[src/sv/dsnt_pkg.sv]
// Package for the depressing synapse network tick core.
// Holds shared constants and the controller-to-datapath command struct.
`default_nettype none
package dsnt_pkg;
    localparam int FRAC_BITS = 16;
    localparam int NUM_UNITS = 9;
    localparam int ORTH0     = 5;
    localparam int SEM0      = 7;

    localparam logic [2:0] REG_LEAK    = 3'd0;
    localparam logic [2:0] REG_DEPL    = 3'd1;
    localparam logic [2:0] REG_RECOV   = 3'd2;
    localparam logic [2:0] REG_INHIB   = 3'd3;
    localparam logic [2:0] REG_THRESH  = 3'd4;
    localparam logic [2:0] REG_FEEDBK  = 3'd5;
    localparam logic [2:0] REG_RATES   = 3'd6;
    localparam logic [2:0] REG_PRIMEW  = 3'd7;

    typedef struct packed {
        logic       load;
        logic       out_en;
        logic [3:0] out_idx;
        logic       upd_en;
        logic [3:0] upd_idx;
        logic [2:0] upd_phase;
        logic       finish;
    } dsnt_cmd_t;
endpackage
`default_nettype wire

[src/sv/dsnt_ctrl.sv]
// Controller state machine for the network tick core.
// Sequences output computation and unit updates; depends on dsnt_pkg.
`default_nettype none
module dsnt_ctrl (
    input  wire logic            aclk,
    input  wire logic            aresetn,
    input  wire logic            start,
    input  wire logic            out_busy,
    output logic                 idle,
    output dsnt_pkg::dsnt_cmd_t  cmd
);
    import dsnt_pkg::*;

    typedef enum logic [4:0] {
        ST_IDLE = 5'b00001,
        ST_OUT  = 5'b00010,
        ST_UPD  = 5'b00100,
        ST_DONE = 5'b01000,
        ST_WAIT = 5'b10000
    } state_t;

    state_t     state_reg, state_next;
    logic [3:0] idx_reg, idx_next;
    logic [2:0] ph_reg, ph_next;

    always_ff @(posedge aclk) begin
        if (!aresetn) begin
            state_reg <= ST_IDLE;
            idx_reg   <= '0;
            ph_reg    <= '0;
        end else begin
            state_reg <= state_next;
            idx_reg   <= idx_next;
            ph_reg    <= ph_next;
        end
    end

    always_comb begin
        state_next = state_reg;
        idx_next   = idx_reg;
        ph_next    = ph_reg;
        cmd        = '0;
        idle       = 1'b0;
        unique case (state_reg)
            ST_IDLE: begin
                idle = 1'b1;
                if (start) begin
                    cmd.load   = 1'b1;
                    state_next = ST_OUT;
                    idx_next   = '0;
                end
            end
            ST_OUT: begin
                cmd.out_en  = 1'b1;
                cmd.out_idx = idx_reg;
                if (idx_reg == 4'(NUM_UNITS - 1)) begin
                    idx_next   = '0;
                    ph_next    = '0;
                    state_next = ST_UPD;
                end else begin
                    idx_next = idx_reg + 4'd1;
                end
            end
            ST_UPD: begin
                cmd.upd_en    = 1'b1;
                cmd.upd_idx   = idx_reg;
                cmd.upd_phase = ph_reg;
                if (ph_reg == 3'd5) begin
                    ph_next = '0;
                    if (idx_reg == 4'(NUM_UNITS - 1)) begin
                        state_next = ST_DONE;
                    end else begin
                        idx_next = idx_reg + 4'd1;
                    end
                end else begin
                    ph_next = ph_reg + 3'd1;
                end
            end
            ST_DONE: begin
                state_next = ST_WAIT;
            end
            ST_WAIT: begin
                if (!out_busy) begin
                    cmd.finish = 1'b1;
                    state_next = ST_IDLE;
                end
            end
            default: state_next = ST_IDLE;
        endcase
    end
endmodule
`default_nettype wire

[config.mk]
export PLATFORM = sky130hd
export DESIGN_NAME = dsnt_ctrl
export DESIGN_NICKNAME = d
export VERILOG_FILES = /design/src/sv/dsnt_pkg.sv /design/src/sv/dsnt_ctrl.sv
export SDC_FILE = /design/constraint.sdc
export NUM_CORES = 1
export LEC_CHECK = 0
export ABC_AREA = 1
export BUFFER_PORTS_ARGS = -buffer_cell sky130_fd_sc_hd__buf_4
export CAP_MARGIN = 20
export CORE_MARGIN = 2
export CORE_UTILIZATION = 53
export CTS_BUF_LIST = sky130_fd_sc_hd__clkbuf_8
export DETAILED_ROUTE_END_ITERATION = 8
export PLACE_DENSITY_LB_ADDON = 0.3
export SYNTH_ARGS = -nofsm -noshare
export SYNTH_HDL_FRONTEND = slang
export SYNTH_SLANG_ARGS = --single-unit
[constraint.sdc]
create_clock -name aclk -period 2 [get_ports aclk]
set_clock_uncertainty 0.05 [all_clocks]
set_input_delay 0.4 -clock aclk [delete_from_list [all_inputs] [get_ports aclk]]
set_output_delay 0.4 -clock aclk [all_outputs]
set_load 0.05 [all_outputs]
**After elaboration in Yosys (flattened, before gate mapping)**

Index checks and enable logic that the tools add are counted.

- Flip-flop bits (word level): 12

- $add $sub $neg: 2
- Eq/ne operators: 13
- Mux-type cells: 21
- Reductions and logical operators: 5

Operator list:

| cell | number |
|---|---|
| 2-to-1 mux 5 bit | 6 |
| one-hot mux 5 bit (5 select lines) | 1 |
| 2-to-1 mux 4 bit | 4 |
| inequality test 2 bit (second input constant) | 6 |
| one-hot mux 4 bit (3 select lines) | 1 |
| 2-to-1 mux 8 bit | 1 |
| 2-to-1 mux 3 bit | 2 |
| one-hot mux 3 bit (2 select lines) | 1 |
| == test 5 x 1 -> 1 bit (second input constant) | 1 |
| == test 5 x 2 -> 1 bit (second input constant) | 1 |
| == test 5 x 3 -> 1 bit (second input constant) | 1 |
| == test 5 x 4 -> 1 bit (second input constant) | 1 |
| == test 5 bit (second input constant) | 1 |
| 2-to-1 mux 1 bit | 5 |
| AND reduction 5 bit | 1 |
| adder 4 x 1 -> 4 bit (second input constant) | 1 |
| == test 4 bit (second input constant) | 1 |
| AND reduction 4 bit | 1 |
| adder 3 x 1 -> 3 bit (second input constant) | 1 |
| == test 3 bit (second input constant) | 1 |
| nonzero test 3 bit | 1 |
| AND reduction 2 bit | 1 |
| nonzero test 2 bit | 1 |

**Longest topological paths before layout**

Gate-level depths: netlist (run 1).

- Depth after elaboration: 4
- Depth in mapped cells: 11
- Gate-level depth less buffers: 11

**Worst setup path before layout (run 1)**

OpenSTA, ideal clock, no wires.

- Path kind: reg2out
- From: register state_reg[2]
- To: output port cmd[1] (netlist bit)
- Data arrival time: 1,452 ps
- Required time: 1,550 ps
- Path slack: 98 ps
- Stages on the path, launching flop included: 6
- Path buffers: 1
- Path through: dfxtp_1 > inv_2 > nor2_2 > nand3_2 > buf_6 > nor2_1

RTL lines:

| element | RTL line | source |
|---|---|---|
| from (decl) | dsnt_ctrl.sv:22 | `state_t state_reg, state_next;` |
| from (signal assigned) | dsnt_ctrl.sv:32 | `state_reg <= state_next;` |
| to (decl) | dsnt_ctrl.sv:10 | `output dsnt_pkg::dsnt_cmd_t cmd` |

==> results of run 1 <==
[worst register-to-register path: stages, from the launching register on]
cell and delay [ns]:
dfxtp_1 0.35, inv_1 0.13, ha_1 0.16, nand2_1 0.05, nor2_1 0.18, inv_1 0.14, nand2_2 0.15, nand2_2 0.11
nor2_4 0.11, nand2_1 0.06, a21oi_1 0.12
[stage by stage]
step                util, %  hold slack [ns]  std cells  power (mW)  area [µm²]
global route           69.2            0.414        193        1.66        1180
detailed placement     64.7            0.443        187        1.26        1100
CTS                    67.9            0.394        191        1.53        1160
global placement       64.7            0.436        187        1.22        1100
finish                 69.2            0.386        193        1.55        1180
floorplan                 -            0.414        147        1.09         961
[metal layers]
layer	vias to the layer above	global-route usage [%]
met2	25	41.7
met5	-	0
met4	0	8.57
met3	5	3.53
met1	423	29.5
li1	484	-
[report_power, final]
part           internal, mW  switching (mW)
sequential            0.288          0.0684
combinational         0.291           0.630
clock                 0.174           0.101
[layout make-up]
type	count	area share, %
sequential	12	20.3
timing repair buffer	21	13.3
inverter	26	8.47
tap	25	2.65
clock buffer	4	4.66
multi-input combinational	105	50.6
[worst paths after layout]
path                             startpoint                      end  slack, ns  cells after the start
hold / removal                      aresetn  idx_reg[3]$_SDFFE_PN0P_       0.39                      3
hold reg to reg      ph_reg[1]$_SDFFE_PN0P_   ph_reg[1]$_SDFFE_PN0P_       0.45                      2
setup reg to reg    idx_reg[0]$_SDFFE_PN0P_   ph_reg[2]$_SDFFE_PN0P_       0.33                     10
setup / recovery  state_reg[0]$_SDFFE_PN1P_                  cmd[14]       0.13                      5
[cell usage after synthesis]
cell	number	area share, %
a21oi_2	1	0.91
dfxtp_1	12	25
nand4_1	2	1.3
ha_1	2	2.6
o21ai_0	2	1.0
o21ai_1	1	0.52
buf_6	1	1.2
nor2_2	5	3.3
inv_2	4	1.6
nand3_4	1	1.8
nand2_4	3	3.5
nand4_2	1	1.3
nand2_2	8	5.2
inv_4	1	0.65
buf_4	2	1.6
a21oi_1	6	3.1
nand2_1	29	11
xor2_1	1	0.91
a211oi_2	1	1.3
inv_1	21	8.2
nor2_4	7	8.2
nor2_1	28	11
nand3_2	1	1.0
nand3_1	6	3.1
clkbuf_1	1	0.39
[repair_timing]
action	CTS	global route
endpoints found under the setup margin	0	7
setup buffers	0	2
resized for setup	0	1
[cells by family (layout without fill, tap and decap cells)]
| group | after synthesis | in the layout | synth area share [%] |
|---|---|---|---|
| and+or+nand+nor | 91 | 91 | 51.0 |
| adders and majority gates | 2 | 2 | 2.60 |
| AOI/OAI and AO/OA | 11 | 11 | 6.90 |
| buffers and inverters | 30 | 51 | 13.5 |
| DFF | 12 | 12 | 25.0 |
| xor gates and xnor gates | 1 | 1 | 0.912 |
==> impl_metrics.toml, run 1 <==
[critical_path]
worstSetupStartpointType = "flop"
crit_type = "flop to primary output"
path_delay_family = "simple AND/OR/NAND/NOR gates"
cpPeakStageDelay_ns = 0.44
path_cells = "inv_2 > nor2_2 > nand3_1 > nor2_1 > buf_4"
crit_buf_inv = 2
cp_data_arrival_time_ns = 1.42
cp-end-kind = "primary output"
crit_required_ns = 1.55
crit_fanout = 3
crit_slowest_cell = "dfxtp_1"

[route]
vias = 937
drt_iter0_drc = 12
m1WireLength_um = 1020
dr_wl_met2_um = 1180
dr_wl_met3_um = 93
highest_layer = "met4"
viasPerCell = 4.85
wire_per_inst_um = 12.0
drcViolationCount = 0
firstDrtPassIters = 4
ant_nets = 0
wirelength_um = 2330

[timing]
fin_ws_ns = 0.128
fin_crit_sh_pct = 93.6
relSlewSlack_pct = 81.3
min_period_ns = 1.87
setup_tns_ns = 0
worst_slew_pin_slew_ns = 0.280
drv_slew = 0
setup_viol = 0
final-hold-violation-count = 0
fmax_mhz = 534
rsz0062_at_grt = "false"

[synth]
synthesis.area_um2 = 961
synthCells = 147
ys.warnings.count = 0
syn-num-nets = 153
syn_area_per_cell_um2 = 6.54
yosysUniqueCellTypes = 25
ys_seq_area_share_pct = 25.0
ys_seq_elements = 12

[die]
core_area_um2 = 1710
die_w_um = 46.6
start_util_pct = 56.3
ioPinCount = 20
die_y_um = 46.6
die_area_um2 = 2170
rows = 15

[final_layout]
final_common_cell = "nand2_1"
final_cell_mix = "nand2_1, nor2_1, inv_1, buf_4, dfxtp_1"
fillCellCount = 148
ff_latch_area_um2 = 240
drive_above_1_share_pct = 34.5
antennaDiodeCount = 0
multiInputGateArea_um2 = 598
area_delta_synth_final_pct = 23.0
largest_reg_flops = 5
fin_nets = 175

[clock_tree]
clockRootBuffer = "clkbuf_8"
ctsHoldBuffers = 0
path_clk_slew_ns = 0.06
clock_path_buffers = 2
clock_latency_ns = 0.25
cts_max_level = 1
clock-sinks = 12
cts_tree = "built"
cts_buffers = 3

[min_path]
hp-class = "primary input to flop"

[placed_design]
routabilityCongestion = 0.817
dp_hpwl_um = 1750
place_ws_ns = 0.312
port_buffers = 19

[global_route]
grt_pass1_wl_um = 3650
grt.overflow.total = 0
grt_pass1_vias = 848
antenna_found_initial = 0
track_usage_pct = 23.9
grt_start_max_net_pins = 15

[power]
cellPowerDensity_nw_per_um2 = 1310
ir_worst_vdd_mv = 0.842
p_leak_nw = 0.543

[status]
status = "finished, final reports clean"

[run]
maxCapViolCount = 0
(Power assumes the default switching activity.)
==> run 2: changes to the inputs <==
--- a/config.mk
+++ b/config.mk
@@ -13,6 +13,7 @@
 export CTS_BUF_LIST = sky130_fd_sc_hd__clkbuf_8
 export DETAILED_ROUTE_END_ITERATION = 8
 export PLACE_DENSITY_LB_ADDON = 0.3
+export RECOVER_POWER = 100
 export SYNTH_ARGS = -nofsm -noshare
 export SYNTH_HDL_FRONTEND = slang
 export SYNTH_SLANG_ARGS = --single-unit
==> run 2 against run 1 <==
Against the previous run: core utilization down 2.2 points; first-iteration DRC count up 33%; via count grew 0.64%; sequential share of layout area up 0.67 points; global-route usage unchanged; sequential power about the same; largest power group unchanged; register-to-register slack got worse by 0.10 ns; largest cell class unchanged.
==> impl_metrics.toml, run 2 (synthesis gave the netlist of run 1 again) <==
[clock_tree]
clock-sinks = 12
clock_latency_ns = 0.25
clockRootBuffer = "clkbuf_8"
ctsHoldBuffers = 0
clock_path_buffers = 2
cts_tree = "built"
cts_max_level = 1
cts_buffers = 3
path_clk_slew_ns = 0.06

[timing]
relSlewSlack_pct = 81.0
setup_tns_ns = 0
setup_viol = 0
fin_crit_sh_pct = 94.9
min_period_ns = 1.90
fin_ws_ns = 0.101
rsz0062_at_grt = "false"
fmax_mhz = 527
final-hold-violation-count = 0
drv_slew = 0
timing.hold.ws_ns = 0.385
worst_slew_pin_slew_ns = 0.286

[critical_path]
crit_slowest_cell = "dfxtp_1"
ff2ff_path_depth = 10
path_delay_family = "flip-flops"
r2r_end = "ph_reg[2]$_SDFFE_PN0P_"
cpPeakStageDelay_ns = 0.44
crit_fanout = 7
r2r_slack_ns = 0.23
r2r_start = "idx_reg[0]$_SDFFE_PN0P_"
cp_data_arrival_time_ns = 1.45
path_cells = "inv_2 > nor2_4 > nand3_4 > nor2_1 > clkbuf_2"
crit_cells = 5
crit_required_ns = 1.55
cp-end-kind = "primary output"
crit_buf_inv = 2
worstSetupStartpointType = "flop"
crit_type = "flop to primary output"

[die]
rows = 15
ioPinCount = 20
die_w_um = 46.6
die_area_um2 = 2170
core_area_um2 = 1710
die_y_um = 46.6
start_util_pct = 56.3

[final_layout]
antennaDiodeCount = 0
final_cell_mix = "nand2_1, nor2_1, inv_1"
area_delta_synth_final_pct = 19.1
fin_cells = 193
fin_nets = 175
drive_above_1_share_pct = 32.1
largest_reg_flops = 5
final_common_cell = "nand2_1"

[min_path]
min_to = "idx_reg[3]$_SDFFE_PN0P_"
hp-class = "primary input to flop"
hold_depth = 3
worstHoldStart = "aresetn"

[placed_design]
dpl.cell_count = 187
dp_hpwl_um = 1750
routabilityCongestion = 0.817
place_ws_ns = 0.312
port_buffers = 19

[route]
drt_iter0_drc = 16
viasPerCell = 4.89
vias = 943
wirelength_um = 2300
drcViolationCount = 0
wire_per_inst_um = 11.9
firstDrtPassIters = 4
ant_nets = 0

[global_route]
grt.overflow.total = 0
grt_start_max_net_pins = 15
antenna_found_initial = 0
track_usage_pct = 23.9
grt_pass1_wl_um = 3650
grt_pass1_vias = 848

[power]
ir_worst_vdd_mv = 0.821
p_leak_nw = 0.529
cellPowerDensity_nw_per_um2 = 1310

[run]
maxCapViolCount = 0

[status]
status = "finished, final reports clean"
[run 2: layout make-up]
cell class | instances | area [µm²]
Multi-Input combinational cell | 105 | 583
Fill cell | 159 | 563
Sequential cell | 12 | 240
Timing Repair Buffer | 21 | 135
Inverter | 26 | 100
Clock buffer | 4 | 55.1
Tap cell | 25 | 31.3
[run 2: per-layer routing]
| layer | vias up | share of wire, % | wire (µm) | track usage, % |
|---|---|---|---|---|
| met4 | 0 | 1.3 | 30 | 8.57 |
| met2 | 15 | 50 | 1160 | 41.7 |
| met5 | - | 0 | 0 | 0 |
| met1 | 436 | 46 | 1050 | 29.5 |
| met3 | 5 | 2.6 | 61 | 3.53 |
| li1 | 487 | - | - | - |
[run 2: timing repair]
| item | 4_1_cts | 5_1_grt |
|---|---|---|
| hold endpoints to repair | 0 | 0 |
| resized for setup | 0 | 1 |
| setup buffers | 0 | 2 |
| endpoints found under the setup margin | 0 | 7 |
[run 2: worst max-delay path by stage]
stage                                    from      end  slack [ns]
floorplan           state_reg[2]$_SDFFE_PN0P_   cmd[1]         0.1
global placement    state_reg[2]$_SDFFE_PN0P_   cmd[3]        0.34
detailed placement  state_reg[2]$_SDFFE_PN0P_   cmd[6]        0.31
CTS                 state_reg[2]$_SDFFE_PN0P_   cmd[3]        0.04
global route        state_reg[0]$_SDFFE_PN1P_  cmd[14]       0.009
finish              state_reg[1]$_SDFFE_PN0P_  cmd[11]        0.10
[run 2: worst min-delay path, delay by kind of cell]
kind / cells / cell delay [ns]
buffers and inverters: 1 / 0.14
AND/OR/NAND/NOR: 2 / 0.09
[run 2: report_power, final]
group | internal (mW) | switching [mW]
Clock | 0.174 | 0.102
Sequential | 0.288 | 0.0685
Combinational | 0.259 | 0.607
[run 2: metrics by stage]
step | instance area, µm² | power (mW) | util [%]
after CTS | 1160 | 1.53 | 67.9
after global placement | 1100 | 1.22 | 64.7
after floorplan | 961 | 1.09 | -
after global routing | 1140 | 1.60 | 67.0
after detailed placement | 1100 | 1.26 | 64.7
final | 1140 | 1.50 | 67.0
